==> src/hw/rtl/eraf_pkg.sv <==
// ----------------------------------------------------------------------------
// eraf_pkg
// Shared types, register indexes, reason codes and the CRC-32 helper of the
// receive address filter.
// ----------------------------------------------------------------------------
`default_nettype none

package eraf_pkg;

  localparam int unsigned ADDR_W       = 48;
  localparam int unsigned HASH_W       = 64;
  localparam int unsigned BIN_W        = 6;
  localparam int unsigned ENTRY_W      = 2;
  localparam int unsigned PHYS_ENTRIES = 4;
  localparam int unsigned ENABLE_W     = 4;
  localparam int unsigned CFG_INDEX_W  = 3;
  localparam int unsigned CFG_DATA_W   = 64;
  localparam int unsigned REASON_W     = 2;
  localparam int unsigned CRC_W        = 32;

  localparam logic [CRC_W-1:0] CRC_POLY   = 32'h04C1_1DB7;
  localparam logic [CRC_W-1:0] CRC_PRESET = 32'hFFFF_FFFF;

  // Configuration register indexes
  localparam logic [CFG_INDEX_W-1:0] REG_PROMISCUOUS         = 3'd0;
  localparam logic [CFG_INDEX_W-1:0] REG_ENTRY_ENABLE        = 3'd1;
  localparam logic [CFG_INDEX_W-1:0] REG_STATION_ADDRESS     = 3'd2;
  localparam logic [CFG_INDEX_W-1:0] REG_EXTRA_ADDRESS_ONE   = 3'd3;
  localparam logic [CFG_INDEX_W-1:0] REG_EXTRA_ADDRESS_TWO   = 3'd4;
  localparam logic [CFG_INDEX_W-1:0] REG_EXTRA_ADDRESS_THREE = 3'd5;
  localparam logic [CFG_INDEX_W-1:0] REG_GROUP_HASH          = 3'd6;

  // Filter verdict reasons
  localparam logic [REASON_W-1:0] REASON_REJECT      = 2'd0;
  localparam logic [REASON_W-1:0] REASON_PROMISCUOUS = 2'd1;
  localparam logic [REASON_W-1:0] REASON_EXACT       = 2'd2;
  localparam logic [REASON_W-1:0] REASON_HASH        = 2'd3;

  typedef struct packed {
    logic                                promiscuous;
    logic [ENABLE_W-1:0]                 entry_enable;
    logic [PHYS_ENTRIES-1:0][ADDR_W-1:0] entry_addr;
    logic [HASH_W-1:0]                   group_hash;
  } cfg_t;

  typedef struct packed {
    logic                accept;
    logic [REASON_W-1:0] reason;
    logic [ENTRY_W-1:0]  entry_hit;
    logic [BIN_W-1:0]    hash_bin;
  } result_t;

  // Bitwise Ethernet CRC-32 over the six address bytes, first byte from
  // bits 47..40, each byte LSB first. Used at elaboration only.
  function automatic logic [CRC_W-1:0] crc_bits(input logic [ADDR_W-1:0] addr,
                                                input logic [CRC_W-1:0]  preset);
    logic [CRC_W-1:0] crc;
    logic             fb;
    crc = preset;
    for (int b = 0; b < 6; b++) begin
      for (int k = 0; k < 8; k++) begin
        fb  = crc[CRC_W-1] ^ addr[40 - 8 * b + k];
        crc = {crc[CRC_W-2:0], 1'b0};
        if (fb) begin
          crc = crc ^ CRC_POLY;
        end
      end
    end
    return crc;
  endfunction

  // Per bin bit: the address bits that feed it through the XOR network
  function automatic logic [BIN_W-1:0][ADDR_W-1:0] bin_masks();
    logic [BIN_W-1:0][ADDR_W-1:0] masks;
    logic [CRC_W-1:0]             crc;
    masks = '0;
    for (int i = 0; i < ADDR_W; i++) begin
      crc = crc_bits(ADDR_W'(1) << i, '0);
      for (int j = 0; j < BIN_W; j++) begin
        masks[j][i] = crc[CRC_W - BIN_W + j];
      end
    end
    return masks;
  endfunction

endpackage

`default_nettype wire

==> src/hw/rtl/eraf_cfg_regs.sv <==
// ----------------------------------------------------------------------------
// eraf_cfg_regs
// Configuration register file written through the plain write port.
// ----------------------------------------------------------------------------
`default_nettype none

module eraf_cfg_regs (
  input  wire logic                                 clk,
  input  wire logic                                 rst,
  input  wire logic                                 cfg_we,
  input  wire logic [eraf_pkg::CFG_INDEX_W-1:0]     cfg_index,
  input  wire logic [eraf_pkg::CFG_DATA_W-1:0]      cfg_data,
  output eraf_pkg::cfg_t                            cfg
);

  eraf_pkg::cfg_t regs;

  always_ff @(posedge clk) begin
    if (rst) begin
      regs <= '0;
    end else if (cfg_we) begin
      case (cfg_index)
        eraf_pkg::REG_PROMISCUOUS: begin
          regs.promiscuous <= cfg_data[0];
        end
        eraf_pkg::REG_ENTRY_ENABLE: begin
          regs.entry_enable <= cfg_data[eraf_pkg::ENABLE_W-1:0];
        end
        eraf_pkg::REG_STATION_ADDRESS: begin
          regs.entry_addr[0] <= cfg_data[eraf_pkg::ADDR_W-1:0];
        end
        eraf_pkg::REG_EXTRA_ADDRESS_ONE: begin
          regs.entry_addr[1] <= cfg_data[eraf_pkg::ADDR_W-1:0];
        end
        eraf_pkg::REG_EXTRA_ADDRESS_TWO: begin
          regs.entry_addr[2] <= cfg_data[eraf_pkg::ADDR_W-1:0];
        end
        eraf_pkg::REG_EXTRA_ADDRESS_THREE: begin
          regs.entry_addr[3] <= cfg_data[eraf_pkg::ADDR_W-1:0];
        end
        eraf_pkg::REG_GROUP_HASH: begin
          regs.group_hash <= cfg_data[eraf_pkg::HASH_W-1:0];
        end
        default: begin
          // unused index: drop the write
        end
      endcase
    end
  end

  assign cfg = regs;

endmodule

`default_nettype wire

==> src/hw/rtl/eraf_hash_bin.sv <==
// ----------------------------------------------------------------------------
// eraf_hash_bin
// Top six CRC-32 bits of a destination address as a flat XOR network.
// ----------------------------------------------------------------------------
`default_nettype none

module eraf_hash_bin (
  input  wire logic [eraf_pkg::ADDR_W-1:0] destination,
  output logic      [eraf_pkg::BIN_W-1:0]  hash_bin
);

  localparam logic [eraf_pkg::BIN_W-1:0][eraf_pkg::ADDR_W-1:0] BinMask =
    eraf_pkg::bin_masks();
  localparam logic [eraf_pkg::CRC_W-1:0] PresetCrc =
    eraf_pkg::crc_bits('0, eraf_pkg::CRC_PRESET);

  // CRC is linear: preset contribution plus one parity per bin bit
  always_comb begin
    for (int j = 0; j < eraf_pkg::BIN_W; j++) begin
      hash_bin[j] = (^(destination & BinMask[j]))
                    ^ PresetCrc[eraf_pkg::CRC_W - eraf_pkg::BIN_W + j];
    end
  end

endmodule

`default_nettype wire

==> src/hw/rtl/eraf_classify.sv <==
// ----------------------------------------------------------------------------
// eraf_classify
// Exact-match compare, group hash lookup and priority verdict.
// ----------------------------------------------------------------------------
`default_nettype none

module eraf_classify #(
  parameter int unsigned ADDRESS_ENTRIES = 4
) (
  input  wire logic [eraf_pkg::ADDR_W-1:0] destination,
  input  wire logic [eraf_pkg::BIN_W-1:0]  hash_bin,
  input  eraf_pkg::cfg_t                   cfg,
  output eraf_pkg::result_t                result
);

  // Only the physical entries exist
  localparam int unsigned Compared = (ADDRESS_ENTRIES < eraf_pkg::PHYS_ENTRIES)
                                     ? ADDRESS_ENTRIES : eraf_pkg::PHYS_ENTRIES;

  logic                          matched;
  logic [eraf_pkg::ENTRY_W-1:0]  hit;
  logic                          group;

  always_comb begin
    matched = 1'b0;
    hit     = '0;
    // walk down so the lowest matching entry wins
    for (int i = Compared - 1; i >= 0; i--) begin
      if (cfg.entry_enable[i] && (cfg.entry_addr[i] == destination)) begin
        matched = 1'b1;
        hit     = eraf_pkg::ENTRY_W'(i);
      end
    end
  end

  assign group = destination[40];

  always_comb begin
    if (cfg.promiscuous) begin
      result.reason = eraf_pkg::REASON_PROMISCUOUS;
    end else if (matched) begin
      result.reason = eraf_pkg::REASON_EXACT;
    end else if (group && cfg.group_hash[hash_bin]) begin
      result.reason = eraf_pkg::REASON_HASH;
    end else begin
      result.reason = eraf_pkg::REASON_REJECT;
    end
    result.accept    = (result.reason != eraf_pkg::REASON_REJECT);
    result.entry_hit = hit;
    result.hash_bin  = hash_bin;
  end

endmodule

`default_nettype wire

==> src/hw/rtl/ethernet_receive_address_filter.sv <==
// ----------------------------------------------------------------------------
// ethernet_receive_address_filter
// Receive address filter: promiscuous, exact-match entries and a 64-bin
// group hash over the CRC-32 of the destination address.
// ----------------------------------------------------------------------------
//
//  Channel   Direction  Width  Contents
//  s_axis    in         48     destination address
//  m_axis    out        16     accept, reason, entry_hit, hash_bin
//  cfg       in         3+64   register index, write data
//
//  One transaction per cycle sustained while m_axis is ready. A transaction
//  passes an input register, then the CRC network and compares into the
//  result register. Reset (rst, synchronous) clears all configuration
//  registers and both valid flags. A stall on m_axis holds the result
//  register; the input register keeps taking a transaction while its
//  content can move on, so the two stages hold up to two transactions.
// ----------------------------------------------------------------------------
`default_nettype none

module ethernet_receive_address_filter #(
  parameter int unsigned ADDRESS_ENTRIES = 4
) (
  input  wire logic                             clk,
  input  wire logic                             rst,
  // slave side
  input  wire logic                             s_axis_tvalid,
  output logic                                  s_axis_tready,
  input  wire logic [47:0]                      s_axis_tdata,  // [47:0] destination
  // master side
  output logic                                  m_axis_tvalid,
  input  wire logic                             m_axis_tready,
  output logic [15:0]                           m_axis_tdata,  // [0] accept, [2:1] reason,
                                                               // [4:3] entry_hit,
                                                               // [10:5] hash_bin, [15:11] 0
  // configuration write port
  input  wire logic                             cfg_we,
  input  wire logic [eraf_pkg::CFG_INDEX_W-1:0] cfg_index,
  input  wire logic [eraf_pkg::CFG_DATA_W-1:0]  cfg_data
);

  eraf_pkg::cfg_t    cfg;
  eraf_pkg::result_t result_next;
  eraf_pkg::result_t result;

  logic                         in_valid;
  logic [eraf_pkg::ADDR_W-1:0]  in_destination;
  logic [eraf_pkg::BIN_W-1:0]   hash_bin;
  logic                         out_valid;
  logic                         out_free;
  logic                         in_free;

  eraf_cfg_regs u_cfg_regs (
    .clk       (clk),
    .rst       (rst),
    .cfg_we    (cfg_we),
    .cfg_index (cfg_index),
    .cfg_data  (cfg_data),
    .cfg       (cfg)
  );

  // Result register can load when empty or being drained this cycle
  assign out_free = !out_valid || m_axis_tready;
  // Input register can load when empty or moving into the result register
  assign in_free  = !in_valid || out_free;
  assign s_axis_tready = in_free;

  // Input register
  always_ff @(posedge clk) begin
    if (rst) begin
      in_valid <= 1'b0;
    end else if (in_free) begin
      in_valid <= s_axis_tvalid;
    end
  end

  always_ff @(posedge clk) begin
    if (in_free && s_axis_tvalid) begin
      in_destination <= s_axis_tdata;
    end
  end

  eraf_hash_bin u_hash_bin (
    .destination (in_destination),
    .hash_bin    (hash_bin)
  );

  eraf_classify #(
    .ADDRESS_ENTRIES (ADDRESS_ENTRIES)
  ) u_classify (
    .destination (in_destination),
    .hash_bin    (hash_bin),
    .cfg         (cfg),
    .result      (result_next)
  );

  // Result register
  always_ff @(posedge clk) begin
    if (rst) begin
      out_valid <= 1'b0;
    end else if (out_free) begin
      out_valid <= in_valid;
    end
  end

  always_ff @(posedge clk) begin
    if (out_free && in_valid) begin
      result <= result_next;
    end
  end

  assign m_axis_tvalid = out_valid;
  assign m_axis_tdata  = {5'b0, result.hash_bin, result.entry_hit, result.reason,
                          result.accept};

endmodule

`default_nettype wire
==> config.mk <==
export PLATFORM = sky130hd
export DESIGN_NAME = ethernet_receive_address_filter
export DESIGN_NICKNAME = d
export VERILOG_FILES = /design/src/hw/rtl/eraf_pkg.sv /design/src/hw/rtl/eraf_cfg_regs.sv /design/src/hw/rtl/eraf_hash_bin.sv /design/src/hw/rtl/eraf_classify.sv /design/src/hw/rtl/ethernet_receive_address_filter.sv
export SDC_FILE = /design/constraint.sdc
export NUM_CORES = 1
export LEC_CHECK = 0
export ABC_AREA = 1
export CAP_MARGIN = 10
export CORE_MARGIN = 5
export CORE_UTILIZATION = 45
export DETAILED_ROUTE_END_ITERATION = 10
export DONT_BUFFER_PORTS = 1
export HOLD_SLACK_MARGIN = 0.02
export PLACE_DENSITY = 0.57
export REMOVE_ABC_BUFFERS = 1
export SYNTH_ARGS = -nofsm -noshare
export SYNTH_HDL_FRONTEND = slang
export SYNTH_SLANG_ARGS = --single-unit
export TNS_END_PERCENT = 100
==> constraint.sdc <==
create_clock -name clk -period 6 [get_ports clk]
set_input_delay 0.6 -clock clk [delete_from_list [all_inputs] [get_ports clk]]
set_output_delay 0.6 -clock clk [all_outputs]
set_load 0.02 [all_outputs]
=== Word level (Yosys, flattened, before mapping) ===
Index checks and enable logic that the tools add are counted.

* Register bits after elaboration: 322
* Output and inout port bits: 18
* Word-level logic and storage cells: 68
* Bits of input ports: 120
* Memories: 0
* Bits in latches: 0
* Memory bits (read-only): 0
* Memory bits (writable): 0

* Magnitude comparators: 1
* Eq/ne operators: 10
* Add/subtract/negate cells: 0
* Multipliers: 0
* Bitwise gates (word level): 3
* Reductions and logical operators: 27
* Divide/modulo/power cells: 0
* Shift operators: 0
* Multiplexer cells: 12

{| class="wikitable"
|+ Operators by type and width
! operator !! count
|-
| $reduce_xor A48 Y1 || 6
|-
| $eq A48 B48 Y1 || 4
|-
| $reduce_and A2 Y1 || 7
|-
| $mux W2 || 5
|-
| $eq A3 B3 Y1 const B || 3
|-
| $logic_and A1 B1 Y1 || 7
|-
| $lt A6 B7 Y1 const B || 1
|-
| $bmux W1 S6 || 1
|-
| $eq A3 B2 Y1 const B || 2
|-
| $mux W1 || 6
|-
| $eq A3 B1 Y1 const B || 1
|-
| $logic_not A3 Y1 || 1
|-
| $not A1 Y1 || 3
|-
| $logic_not A1 Y1 || 2
|-
| $logic_or A1 B1 Y1 || 2
|-
| $reduce_bool A2 Y1 || 1
|-
| $reduce_or A2 Y1 || 1
|}

=== Longest topological paths before layout ===
Gate-level depths: netlist of the first run.

* Word-level depth: 9
* Depth in mapped cells: 23
* Depth with buffers taken out: 21

=== Cells and area by module ===
Synthesis of the first run repeated with hierarchy kept, for this count alone.

* Cell total of the unflattened synthesis: 2799
* Area, all modules: 17723.2 µm²

{| class="wikitable"
|+ Modules (own cells, without submodules)
! module !! area an instance (µm²) !! times used !! cells an instance !! seq. area each (µm²)
|-
| eraf_cfg_regs || 10301.1 || 1 || 1501 || 5225.0
|-
| eraf_classify || 3782.4 || 1 || 840 || 0.0
|-
| ethernet_receive_address_filter || 1904.3 || 1 || 77 || 1811.7
|-
| eraf_hash_bin || 1735.4 || 1 || 381 || 0.0
|}

=== Worst setup path after synthesis of the first run ===
OpenSTA, ideal clock, no wires.

* Kind: input port to flip-flop
* Start: input m_axis_tready
* End: register in_destination[0] (netlist name), enable pin
* Stages: 4
* Setup slack: 3.685 ns
* Arrival: 1.913 ns
* Setup time: 0.402 ns
* Cell sequence: inv_1 -> nand3_1 -> nand2_1 -> inv_1

* Longest elaborated chain between the ends: 3

{| class="wikitable"
|+ RTL lines
! item !! RTL line !! text
|-
| start: declaration || ethernet_receive_address_filter.sv:32 || <nowiki>input wire logic m_axis_tready,</nowiki>
|-
| $logic_or A1 B1 Y1 || ethernet_receive_address_filter.sv:63 || <nowiki>assign out_free = !out_valid || m_axis_tready;</nowiki>
|-
| $logic_or A1 B1 Y1 || ethernet_receive_address_filter.sv:65 || <nowiki>assign in_free = !in_valid || out_free;</nowiki>
|-
| net s_axis_tready || ethernet_receive_address_filter.sv:28 || <nowiki>output logic s_axis_tready,</nowiki>
|-
| $logic_and A1 B1 Y1 || ethernet_receive_address_filter.sv:78 || <nowiki>if (in_free && s_axis_tvalid) begin</nowiki>
|-
| end signal: assignment || ethernet_receive_address_filter.sv:79 || <nowiki>in_destination <= s_axis_tdata;</nowiki>
|-
| end: declaration || ethernet_receive_address_filter.sv:47 || <nowiki>logic [eraf_pkg::ADDR_W-1:0] in_destination;</nowiki>
|}

The timed path passes the listed nets, and every way through them passes these cells.
A chain may end at the register's enable or synchronous reset.

==> impl_results.md, run 1 <==
- Gp weighted congestion: 1.06
- Startpoint types: register
- Clock sink count: ~320
- Synth top area cells: dfxtp_1 34%, nand2_1 15%, edfxtp_1 11%
- Period Utilization, post-route: 0.641
- Die area: between 30000 and 40000 um^2
- Die height: about 200 um
- Clock transition at path regs: about 60 ps
- FFs w/ async S/R, synth: 0
- Vias: 14100
- Worst Setup SP: in_destination[17]
- Worst hold path type: input port to register
- Initial antenna violation count: 3
- Clk buf depth: 3
- DRC viols: 0
- CP Class: register to register
- Reg-to-Reg Start: in_destination[17]
- Post-DP HPWL: 46100 um
- Worst hold path cell count: 1
- Core area: between 30000 and 40000 um^2
- Top cells by count, synth: 606 x nand2_1, 263 x dfxtp_1, 175 x a21oi_1, 154 x inv_1, 113 x nor2_1
- First-pass GRT wire length: ~91000 um
- Htree depth: 2
- Status: complete, no violations
- Arrival time at the worst endpoint: 4120 ps
- Place WS: 2190 ps
- Final Max Tran Viols: 0
- Synthesized area: 15400 um^2
- Family with the most delay on the worst path: simple AND/OR/NAND/NOR gates
- Total GRT Usage: 0.323
- CP Capture Type: register
- CP required: 6280 ps
- Final setup violation count: 0
- Top cell by count, worst path: nand2_1
- Layout fillers: 3392
- Worst IR Drop VDD: 0.213 mV
- Reg2Reg Setup Slack: 2150 ps
- Synth area leader: dfxtp_1
- Vias in the first global route: 12900
- Slowest CP cell: nand2_2
- CTS resizes: 0
- Cell Rows: 67
- Setup TNS: 0 ps
- Tightest Pin Transition: 944 ps
- Hold slack: ~150 ps
- Layout cell share with drive strength beyond 1: 0.0539
- Hold Startpoint: rst
- WP depth: 20
- Unrepaired setup endpoints after global routing: false
- Area Overhead vs Synth: 8.35%
- Final Util: 0.495
- Share of the synthesized area in the top cell type: 0.342
- Clock insertion delay at the later pin of the skew report: 540 ps
- Number of CTS-inserted buffers: 37
- Leading register cell type out of synthesis: dfxtp_1
- Max cap viols: 0
- Final #Nets: between 2000 and 2500
- Sequential share of the synthesized area: 0.457
- Total Wirelength: 63900 um
- Top-count cell post-synth: nand2_1
- First-pass DRT Iterations: 5
- Max FO, Critical Path: 31
- I/O Buffers: 0
- Root buf cell: clkbuf_16
- Synth cell types: 48
- Post-Syn Instances: slightly above 2000
- Post-CTS Setup Repair Bufs: 0
- Pwr dens: 330 nW/um^2
- Synth Register Bits: between 300 and 400
- Overflow left after global routing: 0
- Avg Vias per Cell: 5.77
- CP peak stage delay: between 600 and 700 ps
- 1st-iter DRT viols: 1328
- Setup slack after layout: 2150 ps
- Antenna Violating Nets Remaining: 0
- Worst Skew: 13.5 ps
- Final Critical Period: around 3800 ps
- CTS Hold Bufs: 0
- Fin. Hold Viols: 0
- Initial core utilization: 0.457
- Maximum clock frequency: 0.260 GHz
- Synth Area per Inst: 7.63 um^2
- Worst Reg-to-Reg Cells: 20
- Crit path cell chain: inv_1 > nand2_1 > nand2_2 > nand2_1 > nand2_1 > nand2_1 > nand2_1 > nand2_1 > nand2_1 > nand3_1 > nand2_2 > nand2_1 > nand3_1 > nand3_1 > nand3_1 > nand3_1 > nand2_1 > nand2_1 > nand3_2 > nand3_1
- CTS tree: built
- Largest net degree at the start of global routing: around 260
- Number of flops mapped to enable cells by yosys: 59
- # IOs: approximately 140
- Yosys Warn Count: 0
- Max transition margin: 0.362
- Lkg Pwr: 6.17 nW
- Wire per inst: 26.2 um
- Die W: between 150 and 200 um
- CP bufs+invs: 1
## flip-flops by register name, indices dropped and copies added (netlist names)
register        cells
in_destination     48
in_valid            1
m_axis_tdata       11
m_axis_tvalid       1
u_cfg_regs.cfg    261
## stage by stage
| stage | instances | power, mW | cell area [um^2] |
|---|---|---|---|
| after floorplan | 1907 | 3.04 | 14900 |
| after global placement | 2367 | 3.33 | 15500 |
| after detailed placement | 2367 | 3.34 | 15500 |
| after CTS | 2431 | 5.51 | 16700 |
| after global routing | 2432 | 5.71 | 16700 |
| final | 2434 | 5.51 | 16700 |
## worst paths after layout
kind	endpoint
hold reg to reg	u_cfg_regs.cfg[53]
setup / recovery	m_axis_tdata[0]
setup reg to reg	m_axis_tdata[0]
hold / removal	u_cfg_regs.cfg[86]
## cell families after synthesis
family                 Yosys count  share of synthesized area
other                            1                   0.000243
AND/OR/NAND/NOR                894                      0.239
flip-flops                     322                      0.457
buffers and inverters          289                     0.0792
AO/OA/AOI/OAI                  392                      0.154
XOR/XNOR                       121                     0.0707
## cells in the final DEF, fill, tap and decap left out, types with 14 or more instances in the layout
cell type | synthesis | final
nor4_1 | 26 | 26
nand2_1 | 606 | 606
nand3_1 | 100 | 100
a21oi_1 | 175 | 175
xor2_1 | 72 | 72
dfxtp_1 | 263 | 263
clkbuf_16 | 0 | 38
nor2_1 | 113 | 111
a211oi_1 | 91 | 91
inv_1 | 154 | 150
o22ai_1 | 36 | 36
clkbuf_1 | 76 | 14
xnor2_1 | 45 | 45
o21ai_0 | 51 | 51
inv_2 | 14 | 17
edfxtp_1 | 59 | 59
## where the power goes
part,switching (mW),leakage [nW],internal [mW]
Combinational,0.619,2.91,0.284
Clock,0.909,0.560,1.29
Sequential,0.108,2.71,2.30
## metal layers
metal | global-route usage | up-vias | routed length [um] | share of wire
li1 | - | 6547 | - | -
met1 | 0.466 | 6734 | 28000 | 0.44
met2 | 0.488 | 664 | 27700 | 0.43
met3 | 0.0658 | 110 | 5940 | 0.093
met4 | 0.104 | 0 | 2260 | 0.035
met5 | 0 | - | 0 | 0
## cell type report
cell class | instances | area [um^2] | share of cell area
clock inverters | 9 | 98.8 | 0.00592
repair buffers | 13 | 97.6 | 0.00585
inverters | 173 | 659 | 0.0395
flip-flops and latches | 322 | 7040 | 0.421
clock buffers | 55 | 1040 | 0.0626
diodes | 2 | 5.00 | 0.000300
well taps | 448 | 561 | 0.0336
multi-input cells | 1412 | 7190 | 0.431
No activity file was read; power rests on OpenSTA's default activity.
==> inputs of run 2 (changes only) <==
- PLACE_DENSITY: 0.57 -> 0.59
- clock period: 6 -> 3.22 ns (I/O delays scaled with it)
==> run 2 against run 1 <==
Compared with the run above: wire length rose by 7.4%; cell count rose by 12%; worst setup slack got worse by 2000 ps; die area did not move; clock skew rose by 6.8 ps; clock-buffer cell count fell by 4; combinational power rose by 130%; critical path depth fell by 8; core utilization rose by 8.3 points; first-iteration DRC count rose by 22%; sequential power rose by 85%; critical path type unchanged; largest cell class unchanged.
==> impl_results.md, run 2 (synthesis results as in run 1) <==
- Post-route cell area: 19500 um^2 (was 16700 um^2)
- Post-DP HPWL: 48200 um (was 46100 um)
- Htree depth: 2 (unchanged)
- Wire per inst: 25.2 um (was 26.2 um)
- First-pass GRT wire length: 100000 um (was 91100 um)
- Initial core utilization: 0.457 (unchanged)
- Clk buf depth: 3 (unchanged)
- Die area: 38000 um^2 (unchanged)
- DRC viols: 0 (unchanged)
- Clock insertion delay at the later pin of the skew report: 560 ps (was 540 ps)
- Arrival time at the worst endpoint: 3490 ps (was 4120 ps)
- Root buf cell: clkbuf_16 (unchanged)
- Hold slack: 41.5 ps (was 151 ps)
- Tightest Pin Transition: 983 ps (was 944 ps)
- Worst Skew: 20.2 ps (was 13.5 ps)
- Period Utilization, post-route: 0.959 (was 0.641)
- Area Overhead vs Synth: 26.6% (was 8.35%)
- Final setup violation count: 0 (unchanged)
- Gp weighted congestion: 1.01 (was 1.06)
- Max cap viols: 0 (unchanged)
- Worst IR Drop VDD: 0.587 mV (was 0.213 mV)
- M1 wire length: 29500 um (was 28000 um)
- CP Class: register to register (unchanged)
- CP Capture Type: register (unchanged)
- Commonest non-fill, non-tap cell in the layout: nand2_1 (unchanged)
- Vias in the first global route: 14700 (was 12900)
- CP required: 3630 ps (was 6280 ps)
- Fin. Hold Viols: 0 (unchanged)
- 1st-iter DRT viols: 1619 (was 1328)
- Met3 wire length: 5720 um (was 5940 um)
- Final Non-Filler Cells: 2719 (was 2434)
- Die W: 195 um (unchanged)
- Worst Reg-to-Reg Cells: 12 (was 20)
- Cell Rows: 67 (unchanged)
- Number of CTS-inserted buffers: 37 (unchanged)
- Layout cell share with drive strength beyond 1: 0.0802 (was 0.0539)
- Maximum clock frequency: 0.324 GHz (was 0.260 GHz)
- Antenna Violating Nets Remaining: 0 (unchanged)
- Max reg flops: 261 (unchanged)
- Cells after DPL: 2426 (was 2367)
- Most frequent cells in the layout: 606 x nand2_1, 263 x dfxtp_1, 211 x dlygate4sd3_1 (was 606 x nand2_1, 263 x dfxtp_1, 175 x a21oi_1)
- # IOs: 138 (unchanged)
- DP Area: 16000 um^2 (was 15500 um^2)
- Avg Vias per Cell: 5.65 (was 5.77)
- First-pass DRT Iterations: 8 (was 5)
- Worst hold path type: input port to register (unchanged)
- Final #Nets: 2361 (was 2079)
- CTS tree: built (unchanged)
- Clock transition at path regs: 60 ps (about the same)
- Overflow left after global routing: 0 (unchanged)
- Max transition margin: 0.328 (was 0.362)
- I/O Buffers: 0 (unchanged)
- Die height: 195 um (unchanged)
- DR WL met2: 30200 um (was 27700 um)
- Total power: 10.9 mW (was 5.51 mW)
- Max FO, Critical Path: 8 (was 31)
- Clock sink count: 322 (unchanged)
- Initial antenna violation count: 0 (was 3)
- Core area: 33700 um^2 (unchanged)
- Vias: 15400 (was 14100)
- Lkg Pwr: 7.73 nW (was 6.17 nW)
- Total GRT Usage: 0.352 (was 0.323)
- Final Util: 0.579 (was 0.495)
- Status: complete, no violations (unchanged)
- Largest net degree at the start of global routing: 164 (was 264)
- Final Max Tran Viols: 0 (unchanged)
- Pwr dens: 557 nW/um^2 (was 330 nW/um^2)
- Total Wirelength: 68600 um (was 63900 um)
- Final Critical Period: 3090 ps (was 3850 ps)
- Uppermost routed layer: met4 (unchanged)
- Startpoint types: register (unchanged)
- Worst hold path cell count: 2 (was 1)
==> run 2: cell count changes in the layout (fill, tap and decap cells not counted), sizes merged <==
| cell | previous run | this run |
|---|---|---|
| buf | 13 | 84 |
| bufinv | 2 | 3 |
| clkbuf | 55 | 51 |
| clkinv | 10 | 15 |
| clkinvlp | 0 | 1 |
| diode | 2 | 1 |
| dlygate4sd3 | 0 | 211 |
| inv | 170 | 171 |
==> run 2: critical path, cell delays in order (launching register included) <==
cell and delay, ps:
edfxtp_1 400, inv_1 330, nand2_1 110, a2111oi_0 890, nand3_1 200, buf_4 230, nor4_1 160, nand2_1 130
nand2_1 80, inv_1 50, nand3_1 130, inv_1 80, a21oi_2 140
==> run 2: final timing paths <==
check | start | to | slack [ps]
max | in_destination[47] | m_axis_tdata[2] | 130
min | cfg_data[39] | u_cfg_regs.cfg[39] | 40
max reg2reg | in_destination[47] | m_axis_tdata[2] | 130
min reg2reg | u_cfg_regs.cfg[19] | u_cfg_regs.cfg[19] | 470
==> run 2: through the flow <==
stage / worst slack (ps) / setup TNS (ps)
final: 132 / 0
after global routing: -3.42 / -3.42
after CTS: 123 / 0
after detailed placement: 146 / 0
after global placement: 184 / 0
after floorplan: -1170 / -118800
==> run 2: cell type report <==
| cell class | instances | area (um^2) |
|---|---|---|
| timing repair buffer | 295 | 2810 |
| multi-input combinational | 1412 | 7200 |
| fill | 3169 | 14200 |
| antenna | 1 | 2.50 |
| clock inverter | 17 | 164 |
| inverter | 173 | 659 |
| tap | 448 | 561 |
| clock buffer | 51 | 1070 |
| sequential | 322 | 7040 |
==> run 2: report_power, final <==
part | internal, mW | total (mW) | switching, mW
Sequential | 4.29 | 4.47 | 0.178
Clock | 2.57 | 4.33 | 1.75
Combinational | 0.762 | 2.07 | 1.30
==> run 2: per-layer routing <==
| layer | GRT usage | up-vias |
|---|---|---|
| li1 | - | 7133 |
| met1 | 0.494 | 7306 |
| met2 | 0.545 | 774 |
| met3 | 0.0577 | 138 |
| met4 | 0.140 | 0 |
| met5 | 0 | - |
==> run 2: timing repair <==
| item | in CTS | in global routing |
|---|---|---|
| buffers inserted | 0 | 12 |
| resized for setup | 0 | 1 |
| endpoints found under the setup margin | 0 | 3 |
| hold buffers | 212 | 0 |
| hold endpoints to repair | 311 | 0 |
